**config.mk**
```make
export PLATFORM = sky130hd
export DESIGN_NAME = flci_cell
export DESIGN_NICKNAME = d
export VERILOG_FILES = /design/src/rtl/core/flci_pkg.sv /design/src/rtl/core/flci_cell.sv
export SDC_FILE = /design/constraint.sdc
export NUM_CORES = 1
export LEC_CHECK = 0
export ABC_AREA = 1
export BUFFER_PORTS_ARGS = -buffer_cell sky130_fd_sc_hd__buf_4
export CORE_AREA = 2 2 148 150
export DETAILED_ROUTE_END_ITERATION = 8
export DIE_AREA = 0 0 150 152
export MAX_ROUTING_LAYER = met4
export PLACE_DENSITY = 0.78
export SLEW_MARGIN = 30
export SYNTH_ARGS = -nofsm -noshare
export SYNTH_HDL_FRONTEND = slang
export SYNTH_SLANG_ARGS = --single-unit
```
**constraint.sdc**
```tcl
create_clock -name i_clk -period 6.8 [get_ports i_clk]
set_input_delay 0.34 -clock i_clk [delete_from_list [all_inputs] [get_ports i_clk]]
set_output_delay 0.34 -clock i_clk [all_outputs]
set_load 0.05 [all_outputs]
```
**src/rtl/core/flci_pkg.sv**
```systemverilog
// Types and constants of the free list insert and coalesce block.
package flci_pkg;

    localparam int FIELD_W   = 32;
    localparam int INDEX_W   = 4;
    localparam int COUNT_W   = 5;
    localparam int ORDER_W   = 3;
    localparam int CFG_IDX_W = 1;
    localparam int CFG_W     = 3;

    localparam logic [CFG_IDX_W-1:0] REG_INSERT_ORDER = 1'd0;
    localparam logic [CFG_IDX_W-1:0] REG_MERGE_ENABLE = 1'd1;

    localparam logic [ORDER_W-1:0] ORD_BACK     = 3'd0;
    localparam logic [ORDER_W-1:0] ORD_FRONT    = 3'd1;
    localparam logic [ORDER_W-1:0] ORD_BASE_UP  = 3'd2;
    localparam logic [ORDER_W-1:0] ORD_SIZE_UP  = 3'd3;
    localparam logic [ORDER_W-1:0] ORD_SIZE_DN  = 3'd4;

    typedef enum logic [2:0] {
        CELL_HOLD,
        CELL_LOAD,
        CELL_INSERT,
        CELL_SCAN,
        CELL_MERGE,
        CELL_COMMIT
    } t_cell_op;

    typedef struct packed {
        t_cell_op             op;
        logic [ORDER_W-1:0]   order;
    } t_cell_ctl;

endpackage

```
**src/rtl/core/flci_cell.sv**
```systemverilog
// One list slot: working and committed base/size with insert, merge and compare logic.
module flci_cell #(
    parameter int IDX = 0,
    parameter int CW  = 5,
    parameter int NW  = 5,
    parameter int AW  = 32
) (
    input  logic                i_clk,
    input  flci_pkg::t_cell_ctl i_ctl,
    input  logic [CW-1:0]       i_pos,
    input  logic [CW-1:0]       i_tgt,
    input  logic [CW-1:0]       i_self,
    input  logic [NW-1:0]       i_count,
    input  logic [AW-1:0]       i_key_base,
    input  logic [AW-1:0]       i_key_size,
    input  logic [AW-1:0]       i_sum,
    input  logic [AW-1:0]       i_left_base,
    input  logic [AW-1:0]       i_left_size,
    input  logic [AW-1:0]       i_right_base,
    input  logic [AW-1:0]       i_right_size,
    output logic [AW-1:0]       o_wbase,
    output logic [AW-1:0]       o_wsize,
    output logic [AW-1:0]       o_cbase,
    output logic [AW-1:0]       o_csize,
    output logic                o_less,
    output logic                o_touch
);

    localparam logic [CW-1:0] MY_IDX = CW'(IDX);
    localparam logic [NW-1:0] MY_CNT = NW'(IDX);

    logic [AW-1:0] r_wbase, n_wbase;
    logic [AW-1:0] r_wsize, n_wsize;
    logic [AW-1:0] r_cbase, n_cbase;
    logic [AW-1:0] r_csize, n_csize;
    logic          r_touch, n_touch;

    always_comb begin
        case (i_ctl.order)
            flci_pkg::ORD_BASE_UP: o_less = r_wbase < i_key_base;
            flci_pkg::ORD_SIZE_UP: o_less = r_wsize < i_key_size;
            flci_pkg::ORD_SIZE_DN: o_less = r_wsize > i_key_size;
            default:               o_less = 1'b0;
        endcase
    end

    always_comb begin
        n_wbase = r_wbase;
        n_wsize = r_wsize;
        n_cbase = r_cbase;
        n_csize = r_csize;
        n_touch = r_touch;
        unique case (i_ctl.op)
            flci_pkg::CELL_LOAD: begin
                n_wbase = r_cbase;
                n_wsize = r_csize;
            end
            flci_pkg::CELL_INSERT: begin
                if (MY_IDX == i_pos) begin
                    n_wbase = i_key_base;
                    n_wsize = i_key_size;
                end else if (MY_IDX > i_pos) begin
                    n_wbase = i_left_base;
                    n_wsize = i_left_size;
                end
            end
            flci_pkg::CELL_SCAN: begin
                n_touch = (MY_IDX != i_self) && (MY_CNT < i_count) &&
                          (r_wbase >= i_key_base) &&
                          ((r_wbase - i_key_base) == i_key_size);
            end
            flci_pkg::CELL_MERGE: begin
                // absorbed slot at i_pos closes up; survivor lands at i_tgt
                if (MY_IDX == i_tgt) begin
                    n_wbase = i_key_base;
                    n_wsize = i_sum;
                end else if (MY_IDX >= i_pos) begin
                    n_wbase = i_right_base;
                    n_wsize = i_right_size;
                end
            end
            flci_pkg::CELL_COMMIT: begin
                n_cbase = r_wbase;
                n_csize = r_wsize;
            end
            default: ;
        endcase
    end

    always_ff @(posedge i_clk) begin
        r_wbase <= n_wbase;
        r_wsize <= n_wsize;
        r_cbase <= n_cbase;
        r_csize <= n_csize;
        r_touch <= n_touch;
    end

    assign o_wbase = r_wbase;
    assign o_wsize = r_wsize;
    assign o_cbase = r_cbase;
    assign o_csize = r_csize;
    assign o_touch = r_touch;

endmodule

```
# Word-level counts from Yosys, hierarchy flattened
# Index checks and enable logic that the tools add are counted.
# op_classes
addsub	1
magnitude_cmp	7
eq_ne	11
mux	11
n_reduce_logical	8
# ops
operator	count
32-bit 2-to-1 mux	8
32-bit case mux with 3 select lines	2
32-bit < comparator	2
32-bit equality test	1
32-bit >= comparator	1
32-bit > comparator	1
32-bit subtractor	1
3-bit by 2-bit equality test with 1-bit output, second input constant	4
5-bit zero test	2
3-bit equality test, second input constant	3
3-bit inequality test, second input constant	2
1-bit by 5-bit >= comparator with 1-bit output, first input constant	1
1-bit by 5-bit > comparator with 1-bit output, first input constant	1
1-bit by 5-bit < comparator with 1-bit output, first input constant	1
5-bit nonzero test	1
3-bit by 1-bit equality test with 1-bit output, second input constant	1
1-bit logical AND	3
1-bit case mux with 3 select lines	1
3-bit AND reduction	1
3-bit nonzero test	1
# totals
regBits	129
inputBits	251
output_inout_bits	130
word_cells	43

# Depth between registers and ports, before layout
# Gate-level depths: netlist of run 1.
# depth
depth_word	4
depth_mapped	21
ltp_nobuf	21

# Worst setup path before layout of run 1
# No wires, ideal clock.
# synth_path
kind	input to register
from	input i_ctl[4] in the netlist's numbering
to	register r_cbase[0], in the netlist o_cbase[0], enable pin
setup_time_ns	0.565
arrival_ns	4.804
required_ns	6.235
path_slack_ns	1.430
cell_stages	1
path_buffers	0
path_cell_list	nor3_1
# synth_between
elab_chain_cells	1
# synth_lines
item	line	text
start: declaration	flci_cell.sv:9	input flci_pkg::t_cell_ctl i_ctl,
3-bit equality test	flci_cell.sv:53	unique case (i_ctl.op)
end signal: assignment	flci_cell.sv:93	r_cbase <= n_cbase;
end: declaration	flci_cell.sv:34	logic [AW-1:0] r_cbase, n_cbase;
# No other way between the ends.
# A chain may end at the register's enable or synchronous reset.

# Worst setup path after layout of run 1
# layout_path
from	register r_wbase[0], in the netlist o_wbase[0]
to	output o_less
# layout_between
elab_chain_cells	2
# layout_lines
item	line	text
start: declaration	flci_cell.sv:32	logic [AW-1:0] r_wbase, n_wbase;
start signal: assignment	flci_cell.sv:91	r_wbase <= n_wbase;
32-bit < comparator	flci_cell.sv:40	flci_pkg::ORD_BASE_UP: o_less = r_wbase < i_key_base;
1-bit case mux with 3 select lines	flci_cell.sv:39	case (i_ctl.order)
end: declaration	flci_cell.sv:25	output logic o_less,
# No other way between the ends.

==> impl_metrics.prom, run 1 <==
# TYPE chip_impl_metric gauge
chip_impl_metric{name="worst-endpoint-arrival",unit="ps"} 2690
chip_impl_metric{name="async_flop_share",unit="%"} 0
chip_impl_metric{name="cts_resized",unit=""} 0
chip_impl_metric{name="tot_gr_track_use",unit="%"} 35.2
chip_impl_metric{name="routabilityCongestion",unit=""} 0.979
chip_impl_metric{name="synth.yosys.warnings",unit=""} 0
chip_impl_metric{name="remaining_drc_errors",unit=""} 0
chip_impl_info{name="status",value="finished, final reports clean"} 1
chip_impl_metric{name="slew_headroom",unit="%"} 36.1
chip_impl_metric{name="clk_pin_slew",unit="ps"} 60
chip_impl_metric{name="pwr-share-clk",unit="%"} 35.3
chip_impl_metric{name="final_max_slew_viol_count",unit=""} 0
chip_impl_metric{name="worstMarginPinSlew",unit="ps"} 959
chip_impl_metric{name="synth_sequential_area_ratio",unit="%"} 38.6
chip_impl_metric{name="detailroute.via_count",unit=""} 11300
chip_impl_info{name="hold_path_class",value="input port to flop"} 1
chip_impl_info{name="library_cell_occupying_the_most_area_in_the_post_synthesis_netlist",value="sky130_fd_sc_hd__edfxtp_1"} 1
chip_impl_metric{name="timing.final.setup_violations",unit=""} 0
chip_impl_metric{name="initial_antenna_violation_count",unit=""} 1
chip_impl_info{name="start_kind",value="flop"} 1
chip_impl_metric{name="postCtsHoldBufs",unit=""} 0
chip_impl_metric{name="layout.cell_area.non_filler",unit="µm²"} 13800
chip_impl_metric{name="drt-vias-per-instance",unit=""} 5.58
chip_impl_metric{name="ant_nets",unit=""} 0
chip_impl_info{name="worst_setup_path_startpoint",value="o_wbase[0]$_DFFE_PP_"} 1
chip_impl_metric{name="grt_first_pass_wirelength",unit="µm"} 59600
chip_impl_metric{name="ir_drop",unit="V"} 0.000200
chip_impl_info{name="cts_tree",value="built"} 1
chip_impl_info{name="cts.root.buffer_cell",value="sky130_fd_sc_hd__clkbuf_16"} 1
chip_impl_metric{name="wl_cell",unit="µm"} 19.6
chip_impl_metric{name="core-area",unit="µm²"} 21400
chip_impl_metric{name="power.switching_fraction",unit="%"} 34.1
chip_impl_metric{name="htree_depth",unit=""} 4
chip_impl_metric{name="avgSynthCellArea",unit="µm²"} 7.35
chip_impl_metric{name="util_after_layout",unit="%"} 64.6
chip_impl_metric{name="areaGrowthSynthToFinish",unit="%"} 37.4
chip_impl_metric{name="rows",unit=""} 54
chip_impl_metric{name="cts_inserted_buffers",unit=""} 17
chip_impl_metric{name="largest_net_degree_at_the_start_of_global_routing",unit=""} 79
chip_impl_metric{name="synth_cell_types",unit=""} 36
chip_impl_metric{name="nets",unit=""} 2044
chip_impl_metric{name="summed_negative_setup_slack_over_all_endpoints",unit="ps"} 0
chip_impl_metric{name="start_util",unit="%"} 47.0
chip_impl_metric{name="synth.net_count",unit=""} 1682
chip_impl_metric{name="synth_seq_cells",unit=""} 129
chip_impl_metric{name="cp_max_fo",unit=""} 3
chip_impl_metric{name="finalCriticalPeriod",unit="ps"} 3030
chip_impl_metric{name="max-clock-path-buffers",unit=""} 2
chip_impl_info{name="worst_flop_to_flop_path_startpoint",value="o_wbase[0]$_DFFE_PP_"} 1
chip_impl_info{name="largest_cells_by_area_after_synthesis",value="sky130_fd_sc_hd__edfxtp_1 (39%), sky130_fd_sc_hd__nand2_1 (13%), sky130_fd_sc_hd__ha_1 (8.0%)"} 1
chip_impl_metric{name="finalWirelength",unit="µm"} 39600
chip_impl_metric{name="netlist_area",unit="µm²"} 10000
chip_impl_info{name="hold_start",value="i_ctl[5]"} 1
chip_impl_metric{name="final-hold-violation-count",unit=""} 0
chip_impl_info{name="mostFrequentLayoutCell",value="sky130_fd_sc_hd__buf_4"} 1
chip_impl_metric{name="sequentialPowerShare",unit="%"} 36.0
chip_impl_metric{name="dp_slack",unit="ps"} 3560
chip_impl_metric{name="post-cts-setup-buffer-count",unit=""} 0
chip_impl_metric{name="netSwitchingPower",unit="µW"} 907
chip_impl_metric{name="synth_enable_flop_cells",unit=""} 129
chip_impl_metric{name="io_pins",unit=""} 381
chip_impl_metric{name="combinationalPowerShare",unit="%"} 28.7
chip_impl_metric{name="power.internal",unit="mW"} 1.76
chip_impl_metric{name="design_power_total",unit="mW"} 2.66
chip_impl_metric{name="synth_top_area_share",unit="%"} 38.6
chip_impl_metric{name="max_freq",unit="MHz"} 330
chip_impl_metric{name="grt_pass1_vias",unit=""} 10800
chip_impl_metric{name="port_buffers",unit=""} 380
chip_impl_info{name="synth_flop_cell",value="sky130_fd_sc_hd__edfxtp_1"} 1
chip_impl_info{name="classification_of_the_worst_setup_path",value="flop to output port"} 1
chip_impl_info{name="mostFrequentLayoutCells",value="sky130_fd_sc_hd__buf_4 (389), sky130_fd_sc_hd__nand2_1 (344), sky130_fd_sc_hd__inv_1 (191)"} 1
chip_impl_metric{name="skew",unit="ps"} 10.5
chip_impl_metric{name="final_critical_path_setup_slack",unit="ps"} 3770
chip_impl_metric{name="place.detailed.hpwl",unit="µm"} 30500
chip_impl_metric{name="clk-insertion-delay-late",unit="ps"} 430
chip_impl_metric{name="design.die.area",unit="µm²"} 22800
chip_impl_metric{name="detailed_place.area",unit="µm²"} 13200
chip_impl_metric{name="drt_pre_antenna_iters",unit=""} 5
chip_impl_info{name="end_kind",value="output port"} 1
chip_impl_metric{name="regToRegSetupSlack",unit="ps"} 4020
chip_impl_metric{name="synth_cells",unit=""} 1366
chip_impl_metric{name="min_period_over_period",unit="%"} 44.6
chip_impl_metric{name="fraction_of_final_layout_cells_sized_beyond_drive_strength_1",unit="%"} 25.8
chip_impl_metric{name="chipWidth",unit="µm"} 150
chip_impl_metric{name="maxCapViolations",unit=""} 0
chip_impl_metric{name="worst-endpoint-required",unit="ps"} 6460
chip_impl_metric{name="cts_sinks",unit=""} 129
chip_impl_metric{name="p_leak",unit="nW"} 6.69
chip_impl_info{name="rsz0062_at_grt",value="false"} 1
chip_impl_metric{name="die_height",unit="µm"} 152
chip_impl_metric{name="grt-ovfl-total",unit=""} 0
chip_impl_metric{name="power-per-cell-area",unit="nW/µm²"} 193
chip_impl_metric{name="detail_route.iter0.violations",unit=""} 1082
## registers in the layout, indices dropped and copies added (netlist names)
signal and count:
o_cbase 32, o_csize 32, o_touch 1, o_wbase 32
o_wsize 32
## synthesized netlist by cell type (2+ instances only)
cell                       count
sky130_fd_sc_hd__nor3_1       12
sky130_fd_sc_hd__nor2_2        4
sky130_fd_sc_hd__a21o_1        2
sky130_fd_sc_hd__nand2_2      10
sky130_fd_sc_hd__nor2_1      190
sky130_fd_sc_hd__ha_1         64
sky130_fd_sc_hd__clkinv_1      2
sky130_fd_sc_hd__o221ai_1     52
sky130_fd_sc_hd__a21oi_1      40
sky130_fd_sc_hd__nand4_1      14
sky130_fd_sc_hd__nand3_1      60
sky130_fd_sc_hd__clkbuf_1     45
sky130_fd_sc_hd__xor2_1       14
sky130_fd_sc_hd__inv_1       193
sky130_fd_sc_hd__o211ai_1     28
sky130_fd_sc_hd__xnor2_1      10
sky130_fd_sc_hd__o21ai_0     127
sky130_fd_sc_hd__o21a_1        3
sky130_fd_sc_hd__edfxtp_1    129
sky130_fd_sc_hd__nand2_1     344
sky130_fd_sc_hd__nand3b_1      7
sky130_fd_sc_hd__buf_2         2
## worst paths after layout
path	end	cells past startpoint
worst max-delay path	o_less	14
worst min-delay path	o_touch$_DFFE_PN_	2
worst max register to register	o_touch$_DFFE_PN_	18
worst min register to register	o_cbase[19]$_DFFE_PN_	0
## metrics by stage
stage	hold WS, ps	cells
4_1_cts	229	2020
5_1_grt	242	2022
3_5_place_dp	478	1988
6_report	243	2022
3_3_place_gp	472	1988
2_1_floorplan	534	1366
## area by class of cell
cell class | instances | area (µm²)
timing repair buffer | 390 | 2950
clock buffer | 18 | 429
antenna | 1 | 2.50
inverter | 196 | 738
fill | 1934 | 7550
clock inverter | 14 | 155
tap | 280 | 350
sequential | 129 | 3870
multi-input combinational | 994 | 5300
## worst max-delay path, stage by stage (launching register included)
cell and delay [ps]:
sky130_fd_sc_hd__edfxtp_1 400, sky130_fd_sc_hd__inv_1 60, sky130_fd_sc_hd__ha_1 220, sky130_fd_sc_hd__fa_1 400, sky130_fd_sc_hd__inv_1 110, sky130_fd_sc_hd__nand2_1 100, sky130_fd_sc_hd__nand2_1 100, sky130_fd_sc_hd__nand3_1 80
sky130_fd_sc_hd__nand2_1 150, sky130_fd_sc_hd__nand2_1 90, sky130_fd_sc_hd__nand2_1 90, sky130_fd_sc_hd__nand2_1 90, sky130_fd_sc_hd__nand3_1 100, sky130_fd_sc_hd__nand3_1 80, sky130_fd_sc_hd__buf_4 190
## cell families after synthesis
logic type	synth area share (%)
xor+xnor	2.09
buf+inv	9.11
compound gates	15.8
flops	38.6
simple gates	26.3
fa+ha+maj	8.17
## per-layer routing
layer / GRT usage, % / wire (µm) / vias up / share of wire (%)
li1: - / - / 5320 / -
met1: 46.2 / 16100 / 5194 / 41
met2: 55.9 / 18500 / 682 / 47
met3: 5.32 / 3760 / 78 / 9.5
met4: 11.4 / 1210 / 0 / 3.0
met5: - / 0 / - / 0
## power by group through the flow
stage               registers, mW  clock network (mW)  logic (mW)
floorplan                    1.08                   0       0.336
global placement            0.973                   0       0.742
detailed placement          0.974                   0       0.750
CTS                         0.958               0.940       0.755
global route                0.962               0.974       0.830
finish                      0.959               0.942       0.764
Power figures use the tool's default switching activity.
==> run 2: changes to the inputs <==
--- a/config.mk
+++ b/config.mk
@@ -5,13 +5,13 @@
 export SDC_FILE = /design/constraint.sdc
 export NUM_CORES = 1
 export LEC_CHECK = 0
-export ABC_AREA = 1
+export ABC_AREA = 0
 export BUFFER_PORTS_ARGS = -buffer_cell sky130_fd_sc_hd__buf_4
-export CORE_AREA = 2 2 148 150
+export CORE_AREA = 2 2 146 148
 export DETAILED_ROUTE_END_ITERATION = 8
-export DIE_AREA = 0 0 150 152
+export DIE_AREA = 0 0 148 150
 export MAX_ROUTING_LAYER = met4
-export PLACE_DENSITY = 0.78
+export PLACE_DENSITY = 0.77
 export SLEW_MARGIN = 30
 export SYNTH_ARGS = -nofsm -noshare
 export SYNTH_HDL_FRONTEND = slang
==> constraint.sdc (replaced) <==
create_clock -name i_clk -period 3.1 [get_ports i_clk]
set_input_delay 0.155 -clock i_clk [delete_from_list [all_inputs] [get_ports i_clk]]
set_output_delay 0.155 -clock i_clk [all_outputs]
set_load 0.05 [all_outputs]
==> impl_metrics.prom, run 2 <==
# TYPE chip_impl_metric gauge
chip_impl_info{name="status",value="finished with violations"} 1
chip_impl_info{name="failed_checks",value="setup timing"} 1
chip_impl_info{name="worst_flop_to_flop_path_startpoint",value="o_wbase[0]$_DFFE_PP_"} 1
chip_impl_metric{name="min_period_over_period",unit="%"} 108
chip_impl_metric{name="cts_inserted_buffers",unit=""} 17
chip_impl_metric{name="detailed_place.area",unit="µm²"} 13300
chip_impl_metric{name="cp_max_fo",unit=""} 2
chip_impl_metric{name="p_leak",unit="nW"} 6.30
chip_impl_metric{name="max_freq",unit="MHz"} 300
chip_impl_metric{name="synth_cell_types",unit=""} 70
chip_impl_metric{name="synth_seq_cells",unit=""} 129
chip_impl_metric{name="routabilityCongestion",unit=""} 0.974
chip_impl_info{name="start_kind",value="flop"} 1
chip_impl_metric{name="tot_gr_track_use",unit="%"} 34.3
chip_impl_metric{name="largest_net_degree_at_the_start_of_global_routing",unit=""} 65
chip_impl_metric{name="htree_depth",unit=""} 4
chip_impl_metric{name="grt-ovfl-total",unit=""} 0
chip_impl_metric{name="skew",unit="ps"} 7.29
chip_impl_info{name="cts_tree",value="built"} 1
chip_impl_metric{name="place.detailed.hpwl",unit="µm"} 29600
chip_impl_info{name="cts.root.buffer_cell",value="sky130_fd_sc_hd__clkbuf_16"} 1
chip_impl_metric{name="detail_route.iter0.violations",unit=""} 762
chip_impl_metric{name="netlist_area",unit="µm²"} 9630
chip_impl_info{name="mostFrequentLayoutCell",value="sky130_fd_sc_hd__buf_4"} 1
chip_impl_metric{name="timing.final.setup_violations",unit=""} 2
chip_impl_metric{name="grt_pass1_vias",unit=""} 10400
chip_impl_metric{name="worstMarginPinSlew",unit="ps"} 782
chip_impl_metric{name="maxCapViolations",unit=""} 0
chip_impl_info{name="post-synth-top-count-cell",value="sky130_fd_sc_hd__a21oi_1"} 1
chip_impl_metric{name="drt_pre_antenna_iters",unit=""} 6
chip_impl_metric{name="clk_pin_slew",unit="ps"} 60
chip_impl_info{name="end_kind",value="flop"} 1
chip_impl_metric{name="areaGrowthSynthToFinish",unit="%"} 47.6
chip_impl_info{name="mostFrequentLayoutCells",value="sky130_fd_sc_hd__buf_4 (471), sky130_fd_sc_hd__a21oi_1 (194), sky130_fd_sc_hd__nand2_1 (174)"} 1
chip_impl_info{name="largest_cells_by_area_after_synthesis",value="sky130_fd_sc_hd__edfxtp_1 (40%), sky130_fd_sc_hd__a21oi_1 (10%), sky130_fd_sc_hd__ha_1 (8.3%)"} 1
chip_impl_metric{name="worst-r2r-cell-count",unit=""} 20
chip_impl_metric{name="synth_cells",unit=""} 1115
chip_impl_metric{name="final_max_slew_viol_count",unit=""} 0
chip_impl_metric{name="worst-endpoint-required",unit="ps"} 3270
chip_impl_metric{name="rows",unit=""} 53
chip_impl_metric{name="ir_drop",unit="V"} 0.000334
chip_impl_metric{name="core-area",unit="µm²"} 20700
chip_impl_metric{name="avgSynthCellArea",unit="µm²"} 8.64
chip_impl_metric{name="synth_top_area_share",unit="%"} 40.2
chip_impl_metric{name="clk-insertion-delay-late",unit="ps"} 420
chip_impl_metric{name="initial_antenna_violation_count",unit=""} 0
chip_impl_metric{name="layout.cell_area.non_filler",unit="µm²"} 14200
chip_impl_metric{name="fraction_of_final_layout_cells_sized_beyond_drive_strength_1",unit="%"} 36.3
chip_impl_info{name="hold_path_class",value="input port to flop"} 1
chip_impl_metric{name="nets",unit=""} 1871
chip_impl_metric{name="io_pins",unit=""} 381
chip_impl_info{name="rsz0062_at_grt",value="true"} 1
chip_impl_metric{name="detailroute.via_count",unit=""} 10500
chip_impl_metric{name="cts_sinks",unit=""} 129
chip_impl_info{name="synth_flop_cell",value="sky130_fd_sc_hd__edfxtp_1"} 1
chip_impl_metric{name="final_critical_path_setup_slack",unit="ps"} -233
chip_impl_metric{name="power-per-cell-area",unit="nW/µm²"} 411
chip_impl_metric{name="drt-vias-per-instance",unit=""} 5.71
chip_impl_metric{name="ant_nets",unit=""} 0
chip_impl_info{name="worst_setup_path_startpoint",value="o_wbase[0]$_DFFE_PP_"} 1
chip_impl_metric{name="worst-endpoint-arrival",unit="ps"} 3500
chip_impl_metric{name="die_height",unit="µm"} 150
chip_impl_metric{name="regToRegSetupSlack",unit="ps"} -230
chip_impl_info{name="netlist_top_cells_count",value="sky130_fd_sc_hd__a21oi_1 (195), sky130_fd_sc_hd__nand2_1 (176), sky130_fd_sc_hd__edfxtp_1 (129), sky130_fd_sc_hd__o21ai_0 (92), sky130_fd_sc_hd__nor2_1 (72)"} 1
chip_impl_metric{name="final-hold-violation-count",unit=""} 0
chip_impl_metric{name="synth.net_count",unit=""} 1431
chip_impl_metric{name="finalWirelength",unit="µm"} 38100
chip_impl_metric{name="port_buffers",unit=""} 380
chip_impl_metric{name="chipWidth",unit="µm"} 148
chip_impl_metric{name="max-clock-path-buffers",unit=""} 2
chip_impl_metric{name="design.die.area",unit="µm²"} 22200
chip_impl_metric{name="slew_headroom",unit="%"} 47.9
chip_impl_metric{name="design_power_total",unit="mW"} 5.84
chip_impl_metric{name="start_util",unit="%"} 46.6
chip_impl_metric{name="grt_first_pass_wirelength",unit="µm"} 57000
chip_impl_metric{name="synth.yosys.warnings",unit=""} 0
chip_impl_info{name="library_cell_occupying_the_most_area_in_the_post_synthesis_netlist",value="sky130_fd_sc_hd__edfxtp_1"} 1
chip_impl_info{name="classification_of_the_worst_setup_path",value="flop to flop"} 1
chip_impl_metric{name="async_flop_share",unit="%"} 0
chip_impl_metric{name="remaining_drc_errors",unit=""} 0
chip_impl_info{name="rr_endpoint",value="o_touch$_DFFE_PN_"} 1
chip_impl_metric{name="synth_enable_flop_cells",unit=""} 129
chip_impl_metric{name="finalCriticalPeriod",unit="ps"} 3330
chip_impl_info{name="worstSetupEndpoint",value="o_touch$_DFFE_PN_"} 1
chip_impl_metric{name="n_fill_cell",unit=""} 1722
chip_impl_metric{name="diodes",unit=""} 0
chip_impl_metric{name="wl_cell",unit="µm"} 20.7
chip_impl_metric{name="synth_sequential_area_ratio",unit="%"} 40.2
==> run 2: changes by cell type after synthesis, moves of 51 or more <==
| cell | previous run | this run |
|---|---|---|
| sky130_fd_sc_hd__o221ai_1 | 52 | 1 |
| sky130_fd_sc_hd__nand2_1 | 344 | 176 |
| sky130_fd_sc_hd__nand3_1 | 60 | 5 |
| sky130_fd_sc_hd__nor2_1 | 190 | 72 |
| sky130_fd_sc_hd__a21oi_1 | 40 | 195 |
| sky130_fd_sc_hd__inv_1 | 193 | 69 |
==> run 2: logic make-up (layout without fill, tap and decap cells) <==
kind of cell             Yosys count  count (layout)  synth area share, %
adder cells (fa/ha/maj)           65              65                 8.52
multiplexers                      36              36                 3.75
AND/OR/NAND/NOR                  341             341                 15.8
XOR/XNOR                          38              38                 3.61
AO/OA/AOI/OAI                    378             378                 22.8
flip-flops                       129             129                 40.2
buffers and inverters            128             579                 5.29
==> run 2: report_power, final <==
| part | internal, mW | switching (mW) | leakage (nW) | total [mW] |
|---|---|---|---|---|
| combinational | 0.691 | 0.904 | 4.80 | 1.60 |
| sequential | 1.99 | 0.0397 | 1.19 | 2.03 |
| clock | 1.42 | 0.795 | 0.308 | 2.22 |
==> run 2: layer usage <==
metal / global-route usage [%] / share of wire [%]
met2: 58.0 / 49
met4: 9.10 / 2.1
met1: 43.8 / 41
met5: - / 0
met3: 4.48 / 7.5
==> run 2: critical path: stages (launching register included) <==
cell                       delay, ps
sky130_fd_sc_hd__edfxtp_1        370
sky130_fd_sc_hd__inv_2            60
sky130_fd_sc_hd__ha_4            160
sky130_fd_sc_hd__fa_2            330
sky130_fd_sc_hd__nand2b_4        160
sky130_fd_sc_hd__a211oi_4        280
sky130_fd_sc_hd__o21ai_2          80
sky130_fd_sc_hd__buf_4           140
sky130_fd_sc_hd__buf_4           120
sky130_fd_sc_hd__buf_4           120
sky130_fd_sc_hd__buf_4           120
sky130_fd_sc_hd__buf_4           130
sky130_fd_sc_hd__buf_6           110
sky130_fd_sc_hd__buf_4           130
sky130_fd_sc_hd__buf_4           130
sky130_fd_sc_hd__buf_6           100
sky130_fd_sc_hd__buf_6           110
sky130_fd_sc_hd__nor3_4          200
sky130_fd_sc_hd__nor4_2           80
sky130_fd_sc_hd__nand4_1         130
sky130_fd_sc_hd__nor3_2           50
==> run 2: area by class of cell <==
cell class	count	area [µm²]	share of cell area, %
clock buffer	17	425	2.99
multi-input combinational	858	5440	38.2
timing repair buffer	480	3680	25.8
inverter	69	259	1.82
sequential	129	3870	27.2
clock inverter	13	210	1.48
tap	275	344	2.42
==> run 2: worst min path at each step <==
| stage | to | start | slack, ps | cells after the start |
|---|---|---|---|---|
| global route | o_wbase[11]$_DFFE_PP_ | i_left_base[11] | 90 | 3 |
| floorplan | o_touch$_DFFE_PN_ | i_ctl[3] | 380 | 1 |
| finish | o_wsize[6]$_DFFE_PP_ | i_right_size[6] | 90 | 3 |
| detailed placement | o_csize[25]$_DFFE_PN_ | o_wsize[25]$_DFFE_PP_ | 480 | 0 |
| CTS | o_wbase[11]$_DFFE_PP_ | i_left_base[11] | 80 | 3 |
| global placement | o_csize[24]$_DFFE_PN_ | o_wsize[24]$_DFFE_PP_ | 460 | 0 |
==> run 2: metrics by stage <==
| stage | std cells | hold WS (ps) | setup TNS [ps] | setup slack (ps) | utilization (%) |
|---|---|---|---|---|---|
| 6_report | 1841 | 94.2 | -447 | -233 | 68.8 |
| 5_1_grt | 1841 | 94.7 | -648 | -329 | 68.8 |
| 4_1_cts | 1836 | 81.4 | -481 | -242 | 68.1 |
| 3_5_place_dp | 1789 | 476 | -102 | -102 | 64.1 |
| 3_3_place_gp | 1789 | 463 | -45.3 | -45.3 | 64.1 |
| 2_1_floorplan | 1115 | 381 | -128 | -128 | - |
==> run 2: what timing repair did <==
item | CTS | global route
hold buffers | 0 | 0
hold endpoints to repair | 0 | 0
cloned | 0 | 0
gates resized for setup | 15 | 19
setup buffers | 18 | 4
pin swaps | 9 | 13
endpoints found under the setup margin | 2 | 2
